$ cat src/hw/rtl/gte_pkg.sv
// ----------------------------------------------------------------------------
// Graph traversal engine package
// Shared constants, payload structs, state encoding and stack entry layout.
// ----------------------------------------------------------------------------
package gte_pkg;

    // Graph capacity.
    localparam int MAX_VERTICES = 64;
    localparam int MAX_EDGES    = 256;

    // Field widths fixed by the interface.
    localparam int VTX_W  = 6;
    localparam int OP_W   = 2;
    localparam int STAT_W = 2;
    localparam int CFG_W  = 7;

    // Derived widths.
    localparam int VA_W    = $clog2(MAX_VERTICES);      // vertex-indexed storage address
    localparam int CNT_W   = $clog2(MAX_VERTICES + 1);  // queue and stack occupancy
    localparam int EDGE_AW = $clog2(MAX_EDGES);         // edge store address
    localparam int EDGE_CW = $clog2(MAX_EDGES + 1);     // edge count and resume index
    localparam int EDGE_W  = 2 * VTX_W;

    localparam logic [CFG_W-1:0] VERTEX_COUNT_RESET = CFG_W'(64);

    // Opcodes.
    localparam logic [OP_W-1:0] OP_ADD_EDGE = 2'd0;
    localparam logic [OP_W-1:0] OP_BFS      = 2'd1;
    localparam logic [OP_W-1:0] OP_DFS      = 2'd2;

    // Status codes.
    localparam logic [STAT_W-1:0] STAT_OK        = 2'd0;
    localparam logic [STAT_W-1:0] STAT_BAD_VTX   = 2'd1;
    localparam logic [STAT_W-1:0] STAT_STORE_FULL = 2'd2;

    typedef struct packed {
        logic [OP_W-1:0]  opcode;
        logic [VTX_W-1:0] first_vertex;
        logic [VTX_W-1:0] second_vertex;
    } t_in_item;

    typedef struct packed {
        logic [VTX_W-1:0]  visited_vertex;
        logic              last;
        logic [STAT_W-1:0] status;
    } t_out_item;

    typedef struct packed {
        logic [VTX_W-1:0]   vertex;
        logic [EDGE_CW-1:0] pos;
    } t_stack_entry;

    typedef enum logic [2:0] {
        ST_IDLE,
        ST_RESP,
        ST_EMIT,
        ST_SCAN,
        ST_B_POP,
        ST_B_LOAD,
        ST_D_POP,
        ST_D_LOAD
    } t_state;

endpackage

$ cat src/hw/rtl/gte_ram.sv
// ----------------------------------------------------------------------------
// Generic RAM
// One write port and one read port with registered read data.
// ----------------------------------------------------------------------------
module gte_ram #(
    parameter int WIDTH = 8,
    parameter int DEPTH = 16
) (
    input  logic                     i_clk,
    input  logic                     i_we,
    input  logic [$clog2(DEPTH)-1:0] i_waddr,
    input  logic [WIDTH-1:0]         i_wdata,
    input  logic [$clog2(DEPTH)-1:0] i_raddr,
    output logic [WIDTH-1:0]         o_rdata
);

    logic [WIDTH-1:0] r_mem [DEPTH];
    logic [WIDTH-1:0] r_rdata;

    always_ff @(posedge i_clk) begin
        if (i_we) begin
            r_mem[i_waddr] <= i_wdata;
        end
        r_rdata <= r_mem[i_raddr];
    end

    assign o_rdata = r_rdata;

endmodule

$ cat src/hw/rtl/graph_traversal_engine.sv
// ----------------------------------------------------------------------------
// Graph traversal engine
// Edge store with breadth-first and depth-first traversal of an undirected
// graph, one visited vertex per result transfer.
// ----------------------------------------------------------------------------
// Input transfers carry an opcode and two vertices. Add edge appends one
// undirected edge and answers with a single result whose status reports
// success, an out-of-range vertex or a full store. A traversal answers with
// one result per visited vertex in traversal order, the final one marked by
// last, or with a single bad-vertex result if its start vertex is out of
// range. Opcode 3 is consumed without a result. The vertex_count register
// is written through i_cfg_we/i_cfg_data; the user must write it only while
// the engine is idle, which the block itself does not enforce. One item is
// handled at a time and o_in_ready stays low until it is done. A traversal
// scans the whole edge store through the edge RAM read port once per visited
// vertex, one edge per cycle. Each vertex waits in a hold stage until the
// next one or the end is known, so last is exact. A stalled receiver pauses
// the search at its next emitted vertex. Reset empties the edge store, sets
// the vertex count to 64 and leaves the engine ready.
// ----------------------------------------------------------------------------
module graph_traversal_engine
    import gte_pkg::*;
(
    input  logic             i_clk,
    input  logic             i_rst_n,
    input  logic             i_in_valid,
    output logic             o_in_ready,
    input  t_in_item         i_in_data,
    output logic             o_out_valid,
    input  logic             i_out_ready,
    output t_out_item        o_out_data,
    input  logic             i_cfg_we,
    input  logic [CFG_W-1:0] i_cfg_data
);

    // Control and payload registers.
    t_state              r_state, n_state;
    logic [OP_W-1:0]     r_op, n_op;
    logic [VTX_W-1:0]    r_x, n_x;              // vertex whose neighbours are scanned
    logic [EDGE_CW-1:0]  r_pos, n_pos;          // edge index the scan starts from
    logic [CNT_W-1:0]    r_sp, n_sp;            // stack depth, top entry held in r_x/r_pos
    logic [CNT_W-1:0]    r_head, n_head;
    logic [CNT_W-1:0]    r_tail, n_tail;
    logic [EDGE_CW-1:0]  r_scan_idx, n_scan_idx;
    logic                r_dvalid, n_dvalid;
    logic [MAX_VERTICES-1:0] r_visited, n_visited;
    logic [EDGE_CW-1:0]  r_edge_count, n_edge_count;
    logic [CFG_W-1:0]    r_vertex_count;
    logic [VTX_W-1:0]    r_emit_v, n_emit_v;
    logic [VTX_W-1:0]    r_hold_v, n_hold_v;
    logic                r_hold_valid, n_hold_valid;
    logic [STAT_W-1:0]   r_status, n_status;
    logic                r_out_valid, n_out_valid;
    t_out_item           r_out, n_out;

    // Memory ports.
    logic                e_we;
    logic [EDGE_AW-1:0]  e_waddr, e_raddr;
    logic [EDGE_W-1:0]   e_wdata, e_rdata;
    logic                q_we;
    logic [VA_W-1:0]     q_waddr, q_raddr;
    logic [VTX_W-1:0]    q_wdata, q_rdata;
    logic                s_we;
    logic [VA_W-1:0]     s_waddr, s_raddr;
    t_stack_entry        s_wdata, s_rdata;

    // Combinational helpers.
    logic [CFG_W-1:0]    w_vc;
    logic                w_out_free;
    logic                w_issue;
    logic [VTX_W-1:0]    w_ea, w_eb, w_nb;
    logic                w_touch;
    logic                w_hit;
    logic                w_bad_u, w_bad_w;
    logic [CNT_W-1:0]    w_sp_m1, w_sp_m2;

    gte_ram #(
        .WIDTH (EDGE_W),
        .DEPTH (MAX_EDGES)
    ) u_edge_ram (
        .i_clk   (i_clk),
        .i_we    (e_we),
        .i_waddr (e_waddr),
        .i_wdata (e_wdata),
        .i_raddr (e_raddr),
        .o_rdata (e_rdata)
    );

    gte_ram #(
        .WIDTH (VTX_W),
        .DEPTH (MAX_VERTICES)
    ) u_queue_ram (
        .i_clk   (i_clk),
        .i_we    (q_we),
        .i_waddr (q_waddr),
        .i_wdata (q_wdata),
        .i_raddr (q_raddr),
        .o_rdata (q_rdata)
    );

    gte_ram #(
        .WIDTH ($bits(t_stack_entry)),
        .DEPTH (MAX_VERTICES)
    ) u_stack_ram (
        .i_clk   (i_clk),
        .i_we    (s_we),
        .i_waddr (s_waddr),
        .i_wdata (s_wdata),
        .i_raddr (s_raddr),
        .o_rdata (s_rdata)
    );

    // The effective vertex count saturates at the capacity of the engine.
    assign w_vc = (r_vertex_count > CFG_W'(MAX_VERTICES)) ? CFG_W'(MAX_VERTICES)
                                                         : r_vertex_count;

    assign w_bad_u = {1'b0, i_in_data.first_vertex}  >= w_vc;
    assign w_bad_w = {1'b0, i_in_data.second_vertex} >= w_vc;

    // The output register can take a new result when it is empty or when
    // its current result transfers in this cycle.
    assign w_out_free = !r_out_valid || i_out_ready;

    // Neighbour test on the edge that was read in the previous cycle. An
    // edge whose far end lies beyond the current vertex count is ignored.
    assign w_ea = e_rdata[EDGE_W-1:VTX_W];
    assign w_eb = e_rdata[VTX_W-1:0];

    always_comb begin
        w_touch = 1'b1;
        w_nb    = w_eb;
        if (w_ea == r_x) begin
            w_nb = w_eb;
        end else if (w_eb == r_x) begin
            w_nb = w_ea;
        end else begin
            w_touch = 1'b0;
        end
    end

    assign w_hit = r_dvalid && w_touch && ({1'b0, w_nb} < w_vc)
                   && !r_visited[w_nb[VA_W-1:0]];

    assign w_issue = r_scan_idx < r_edge_count;
    assign w_sp_m1 = r_sp - CNT_W'(1);
    assign w_sp_m2 = r_sp - CNT_W'(2);

    always_comb begin
        n_state      = r_state;
        n_op         = r_op;
        n_x          = r_x;
        n_pos        = r_pos;
        n_sp         = r_sp;
        n_head       = r_head;
        n_tail       = r_tail;
        n_scan_idx   = r_scan_idx;
        n_dvalid     = 1'b0;
        n_visited    = r_visited;
        n_edge_count = r_edge_count;
        n_emit_v     = r_emit_v;
        n_hold_v     = r_hold_v;
        n_hold_valid = r_hold_valid;
        n_status     = r_status;
        n_out        = r_out;
        n_out_valid  = i_out_ready ? 1'b0 : r_out_valid;

        o_in_ready   = 1'b0;

        e_we    = 1'b0;
        e_waddr = r_edge_count[EDGE_AW-1:0];
        e_wdata = {i_in_data.first_vertex, i_in_data.second_vertex};
        e_raddr = r_scan_idx[EDGE_AW-1:0];
        q_we    = 1'b0;
        q_waddr = r_tail[VA_W-1:0];
        q_wdata = w_nb;
        q_raddr = r_head[VA_W-1:0];
        s_we    = 1'b0;
        s_waddr = w_sp_m1[VA_W-1:0];
        s_wdata = '{vertex: r_x, pos: r_scan_idx};
        s_raddr = w_sp_m2[VA_W-1:0];

        case (r_state)
            ST_IDLE: begin
                o_in_ready = 1'b1;
                if (i_in_valid) begin
                    n_op = i_in_data.opcode;
                    case (i_in_data.opcode)
                        OP_ADD_EDGE: begin
                            n_state = ST_RESP;
                            if (w_bad_u || w_bad_w) begin
                                n_status = STAT_BAD_VTX;
                            end else if (r_edge_count >= EDGE_CW'(MAX_EDGES)) begin
                                n_status = STAT_STORE_FULL;
                            end else begin
                                n_status     = STAT_OK;
                                e_we         = 1'b1;
                                n_edge_count = r_edge_count + EDGE_CW'(1);
                            end
                        end
                        OP_BFS, OP_DFS: begin
                            if (w_bad_u) begin
                                n_status = STAT_BAD_VTX;
                                n_state  = ST_RESP;
                            end else begin
                                n_visited = '0;
                                n_visited[i_in_data.first_vertex[VA_W-1:0]] = 1'b1;
                                n_hold_valid = 1'b0;
                                n_x   = i_in_data.first_vertex;
                                n_pos = '0;
                                if (i_in_data.opcode == OP_BFS) begin
                                    // Seed the queue; the start vertex is emitted at its pop.
                                    q_we    = 1'b1;
                                    q_waddr = '0;
                                    q_wdata = i_in_data.first_vertex;
                                    n_head  = '0;
                                    n_tail  = CNT_W'(1);
                                    n_state = ST_B_POP;
                                end else begin
                                    // The start vertex is the stack top and is emitted first.
                                    n_sp     = CNT_W'(1);
                                    n_emit_v = i_in_data.first_vertex;
                                    n_state  = ST_EMIT;
                                end
                            end
                        end
                        default: begin
                            n_state = ST_IDLE;
                        end
                    endcase
                end
            end

            ST_RESP: begin
                if (w_out_free) begin
                    n_out       = '{visited_vertex: '0, last: 1'b1, status: r_status};
                    n_out_valid = 1'b1;
                    n_state     = ST_IDLE;
                end
            end

            ST_EMIT: begin
                // The new vertex replaces the held one, which goes out
                // without last since another result now follows it.
                if (!r_hold_valid || w_out_free) begin
                    if (r_hold_valid) begin
                        n_out       = '{visited_vertex: r_hold_v, last: 1'b0,
                                        status: STAT_OK};
                        n_out_valid = 1'b1;
                    end
                    n_hold_v     = r_emit_v;
                    n_hold_valid = 1'b1;
                    n_scan_idx   = r_pos;
                    n_state      = ST_SCAN;
                end
            end

            ST_SCAN: begin
                if (w_issue) begin
                    n_scan_idx = r_scan_idx + EDGE_CW'(1);
                    n_dvalid   = 1'b1;
                end
                if (r_op == OP_BFS) begin
                    if (w_hit && (r_tail < CNT_W'(MAX_VERTICES))) begin
                        n_visited[w_nb[VA_W-1:0]] = 1'b1;
                        q_we   = 1'b1;
                        n_tail = r_tail + CNT_W'(1);
                    end
                    if (!w_issue && !r_dvalid) begin
                        n_state = ST_B_POP;
                    end
                end else begin
                    if (w_hit) begin
                        // Descend: if the stack has room, save the current top with its
                        // resume index, and the neighbour becomes the new top.
                        n_visited[w_nb[VA_W-1:0]] = 1'b1;
                        n_emit_v = w_nb;
                        n_dvalid = 1'b0;
                        n_state  = ST_EMIT;
                        if (r_sp < CNT_W'(MAX_VERTICES)) begin
                            s_we  = 1'b1;
                            n_x   = w_nb;
                            n_pos = '0;
                            n_sp  = r_sp + CNT_W'(1);
                        end else begin
                            n_pos = r_scan_idx;
                        end
                    end else if (!w_issue && !r_dvalid) begin
                        n_state = ST_D_POP;
                    end
                end
            end

            ST_B_POP: begin
                if (r_head < r_tail) begin
                    n_state = ST_B_LOAD;
                end else begin
                    n_state = ST_RESP;
                    if (w_out_free) begin
                        n_out       = '{visited_vertex: r_hold_v, last: 1'b1,
                                        status: STAT_OK};
                        n_out_valid = 1'b1;
                        n_state     = ST_IDLE;
                    end else begin
                        n_state = ST_B_POP;
                    end
                end
            end

            ST_B_LOAD: begin
                n_x      = q_rdata;
                n_pos    = '0;
                n_emit_v = q_rdata;
                n_head   = r_head + CNT_W'(1);
                n_state  = ST_EMIT;
            end

            ST_D_POP: begin
                if (r_sp == CNT_W'(1)) begin
                    // Stack drained: the held vertex is the final result.
                    if (w_out_free) begin
                        n_out       = '{visited_vertex: r_hold_v, last: 1'b1,
                                        status: STAT_OK};
                        n_out_valid = 1'b1;
                        n_sp        = '0;
                        n_state     = ST_IDLE;
                    end
                end else begin
                    n_sp    = w_sp_m1;
                    n_state = ST_D_LOAD;
                end
            end

            ST_D_LOAD: begin
                n_x        = s_rdata.vertex;
                n_pos      = s_rdata.pos;
                n_scan_idx = s_rdata.pos;
                n_state    = ST_SCAN;
            end

            default: begin
                n_state = ST_IDLE;
            end
        endcase
    end

    always_ff @(posedge i_clk) begin
        if (!i_rst_n) begin
            r_state        <= ST_IDLE;
            r_dvalid       <= 1'b0;
            r_visited      <= '0;
            r_edge_count   <= '0;
            r_vertex_count <= VERTEX_COUNT_RESET;
            r_hold_valid   <= 1'b0;
            r_out_valid    <= 1'b0;
        end else begin
            r_state      <= n_state;
            r_dvalid     <= n_dvalid;
            r_visited    <= n_visited;
            r_edge_count <= n_edge_count;
            r_hold_valid <= n_hold_valid;
            r_out_valid  <= n_out_valid;
            if (i_cfg_we) begin
                r_vertex_count <= i_cfg_data;
            end
        end
    end

    always_ff @(posedge i_clk) begin
        r_op       <= n_op;
        r_x        <= n_x;
        r_pos      <= n_pos;
        r_sp       <= n_sp;
        r_head     <= n_head;
        r_tail     <= n_tail;
        r_scan_idx <= n_scan_idx;
        r_emit_v   <= n_emit_v;
        r_hold_v   <= n_hold_v;
        r_status   <= n_status;
        r_out      <= n_out;
    end

    assign o_out_valid = r_out_valid;
    assign o_out_data  = r_out;

endmodule

$ cat config.mk
export PLATFORM = sky130hd
export DESIGN_NAME = graph_traversal_engine
export DESIGN_NICKNAME = d
export VERILOG_FILES = /design/src/hw/rtl/gte_pkg.sv /design/src/hw/rtl/gte_ram.sv /design/src/hw/rtl/graph_traversal_engine.sv
export SDC_FILE = /design/constraint.sdc
export NUM_CORES = 2
export LEC_CHECK = 0
export ABC_CLOCK_PERIOD_IN_PS = 6300
export BUFFER_PORTS_ARGS = -buffer_cell sky130_fd_sc_hd__buf_4
export CORE_MARGIN = 2
export CORE_UTILIZATION = 45
export DETAILED_ROUTE_END_ITERATION = 16
export PLACE_DENSITY = 0.66
export SYNTH_ARGS = -nofsm -noshare
export SYNTH_HDL_FRONTEND = slang
export SYNTH_MEMORY_MAX_BITS = 65536
export SYNTH_SLANG_ARGS = --single-unit
export TNS_END_PERCENT = 100
$ cat constraint.sdc
create_clock -name i_clk -period 6.3 [get_ports i_clk]
set_input_delay 1.26 -clock i_clk [delete_from_list [all_inputs] [get_ports i_clk]]
set_output_delay 1.26 -clock i_clk [all_outputs]
set_load 0.02 [all_outputs]
==> flow_summary.ini <==
[cells_and_area]
multi_input_area_um2 = 41500
mostFrequentLayoutCell = edfxtp_1
fin_cells = 14720
seqCellArea_um2 = 137100
finish.utilization_pct = 51.41
fill_cells = 30690
drive_above_1_share_pct = 26.92
area_growth_pct = 13.72
final_cell_mix = 4,486 x edfxtp_1, 1,211 x mux4_2, 534 x buf_4
finalNetCount = 9133

[global_route]
grt_max_degree = 169
overflow = 0
grt_use_total_pct = 22.47
antenna_found_initial = 26
grt_pass1_vias = 89220
grt_pass1_wl_um = 664000

[setup_path]
rrSetupSlack_ns = 0.83
worst_ep_required_time_ns = 6.97
end_kind = register
reg2reg_depth = 14
reg2reg_to = u_stack_ram.r_mem[3][9]
worstReg2RegStart = r_x[2]
startpoint = r_x[2]
crit_fanout = 16
start_kind = register
critical_path_class = register to register
endpoint = u_stack_ram.r_mem[3][9]
arrival_ns = 6.14

[timing]
drv_slew = 0
hold_violations = 0
rsz0062_at_grt = false
finalCriticalPeriod_ns = 5.475
max_freq_ghz = 0.1827
tightest_slew_ns = 1.293
maxSlewHeadroom_pct = 13.02
setup_violations = 0
fin_crit_sh_pct = 86.90
fin_tns_setup_ns = 0
fin_worst_skew_ns = 0.08773

[floorplanning]
die_width_um = 637.4
num_rows = 232
io_pins = 37
start_util_pct = 45.20
die-height_um = 637.4
die-area_um2 = 406300
coreArea_um2 = 399400

[worst_hold_path]
min_path_type = register to register

[outcome]
run_status = finished, final reports clean

[synth]
ys.flop_type = edfxtp_1
netlist_area_um2 = 180600
async_flop_share_pct = 0
seq_area_frac_synth_pct = 75.93
syn_nets = 8616
synth_warnings = 0
synth_area_per_cell_um2 = 21.13
synth_enable_flop_cells = 4486
postSynthCellCount = 8543
ys_seq_elements = 4605
synth.distinct_cells = 73

[clock_network]
post_cts_buffers = 0
cts_sinks = 4605
cts_buffers = 445
cts_tree = done
hold_buffers = 0
cts_root_buf = clkbuf_16
cts_buffer_depth = 4
cts-resized-gates = 0
htree_levels = 5
clkSlewWorstSetupHoldPaths_ns = 0.06
clock_latency_ns = 1.03

[route]
drc = 0
wl_um = 463500
firstDrtPassIters = 8
drtIter0Drc = 12740
wl_per_cell_um = 31.49
viasPerCell = 6.183
dr_total_vias = 91010
antenna_left = 0

[power]
cellLeakagePower_uw = 0.06549
p_total_uw = 71220
power.density_nw_per_um2 = 346.9
ir_drop_mv = 0.2665

[place]
portBuffers = 36
dp_hpwl_um = 277100
place_inst = 13880
routabilityCongestion = 0.8968

[run]
maxCapViolCount = 0
-- routing by layer --
metal / vias to the layer above / track usage [%] / part of all wire, %
met2: 5095 / 35.35 / 47
met3: 744 / 4.552 / 9.8
met4: 14 / 6.284 / 2.9
met5: - / 0 / 0.019
li1: 36920 / - / -
met1: 48230 / 32.11 / 40
-- worst max-delay path: stages (launching register included) --
cell and delay (ns):
edfxtp_1 0.43, xor2_1 0.20, nor4_2 0.43, a211o_1 0.59
mux2i_4 0.33, inv_1 0.13, ha_1 0.20, a211oi_1 0.34
o311ai_0 0.26, nor4_1 0.33, and3_1 0.47, buf_4 0.26
nand3_1 0.57, nor2_1 0.33, buf_4 0.29
-- registers in the layout (all words and copies together), names as in the netlist, 7 cells and up --
name,flops
r_head,7
r_scan_idx,9
u_stack_ram.r_mem,960
r_visited,64
r_pos,9
u_edge_ram.o_rdata,12
u_queue_ram.r_mem,384
r_vertex_count,7
u_edge_ram.r_mem,3072
r_sp,7
u_stack_ram.o_rdata,15
r_edge_count,9
o_out_data,9
r_tail,7
-- how the worst min path moves through the flow --
stage | cells after the start | endpoint | slack, ns | start
after floorplan | 0 | r_hold_v[0] | 0.40 | r_emit_v[0]
after global placement | 0 | r_hold_v[5] | 0.41 | r_emit_v[5]
after detailed placement | 0 | r_hold_v[1] | 0.42 | r_emit_v[1]
after CTS | 0 | r_hold_v[1] | 0.43 | r_emit_v[1]
after global routing | 0 | r_hold_v[3] | 0.44 | r_emit_v[3]
final | 0 | r_hold_v[1] | 0.43 | r_emit_v[1]
-- kinds of logic (layout without fill, tap and decap cells) --
family,Yosys count,after routing,share of synthesized area (%)
DFF,4605,4605,75.93
muxes,1553,1553,17.04
and+or+nand+nor,916,916,2.246
AOI/OAI and AO/OA,819,819,3.000
buffers and inverters,555,1457,1.225
adders and majority gates,48,48,0.3312
xor gates and xnor gates,47,47,0.2280
other,0,9,0
-- stage by stage --
stage / setup WS [ns] / hold WS [ns] / area (um^2)
2_1_floorplan: 0.8031 / 0.4003 / 180600
3_3_place_gp: 0.6561 / 0.4137 / 190300
3_5_place_dp: 0.7270 / 0.4156 / 190300
4_1_cts: 0.8877 / 0.4299 / 205300
5_1_grt: 0.4184 / 0.4357 / 205300
6_report: 0.8255 / 0.4288 / 205300
-- power by group --
group / internal (uW) / switching [uW] / leakage (uW) / total (uW)
logic: 3260 / 6020 / 0.0169 / 9280
clock network: 15800 / 11500 / 0.00729 / 27200
registers: 34500 / 180 / 0.0413 / 34700
-- cells in the mapped netlist, types with 39 or more instances --
library cell     n  area, um^2
o21ai_0        109       545.5
ha_1            47       588.1
o211a_1         58       580.6
o221ai_1       133        1165
mux4_2        1211       27270
dfxtp_1        119        2382
nor2_1         483        1813
a21oi_1        238        1191
nand2b_1        39       244.0
clkbuf_1       330        1239
edfxtp_1      4486      134700
o22ai_1        173        1082
nand3_1         52       260.3
nand2_1        183       686.9
mux2i_1        315        3153
buf_1          131       491.7
buf_2           45       225.2
-- area by class of cell --
class	instances	share of cell area, %
Sequential cell	4605	66.77
Tap cell	5265	3.208
Antenna cell	9	0.01097
Multi-Input combinational cell	3383	20.21
Timing Repair Buffer	586	2.434
Inverter	39	0.07495
Clock buffer	535	5.690
Clock inverter	297	1.602
No activity file was read; power rests on OpenSTA's default activity.
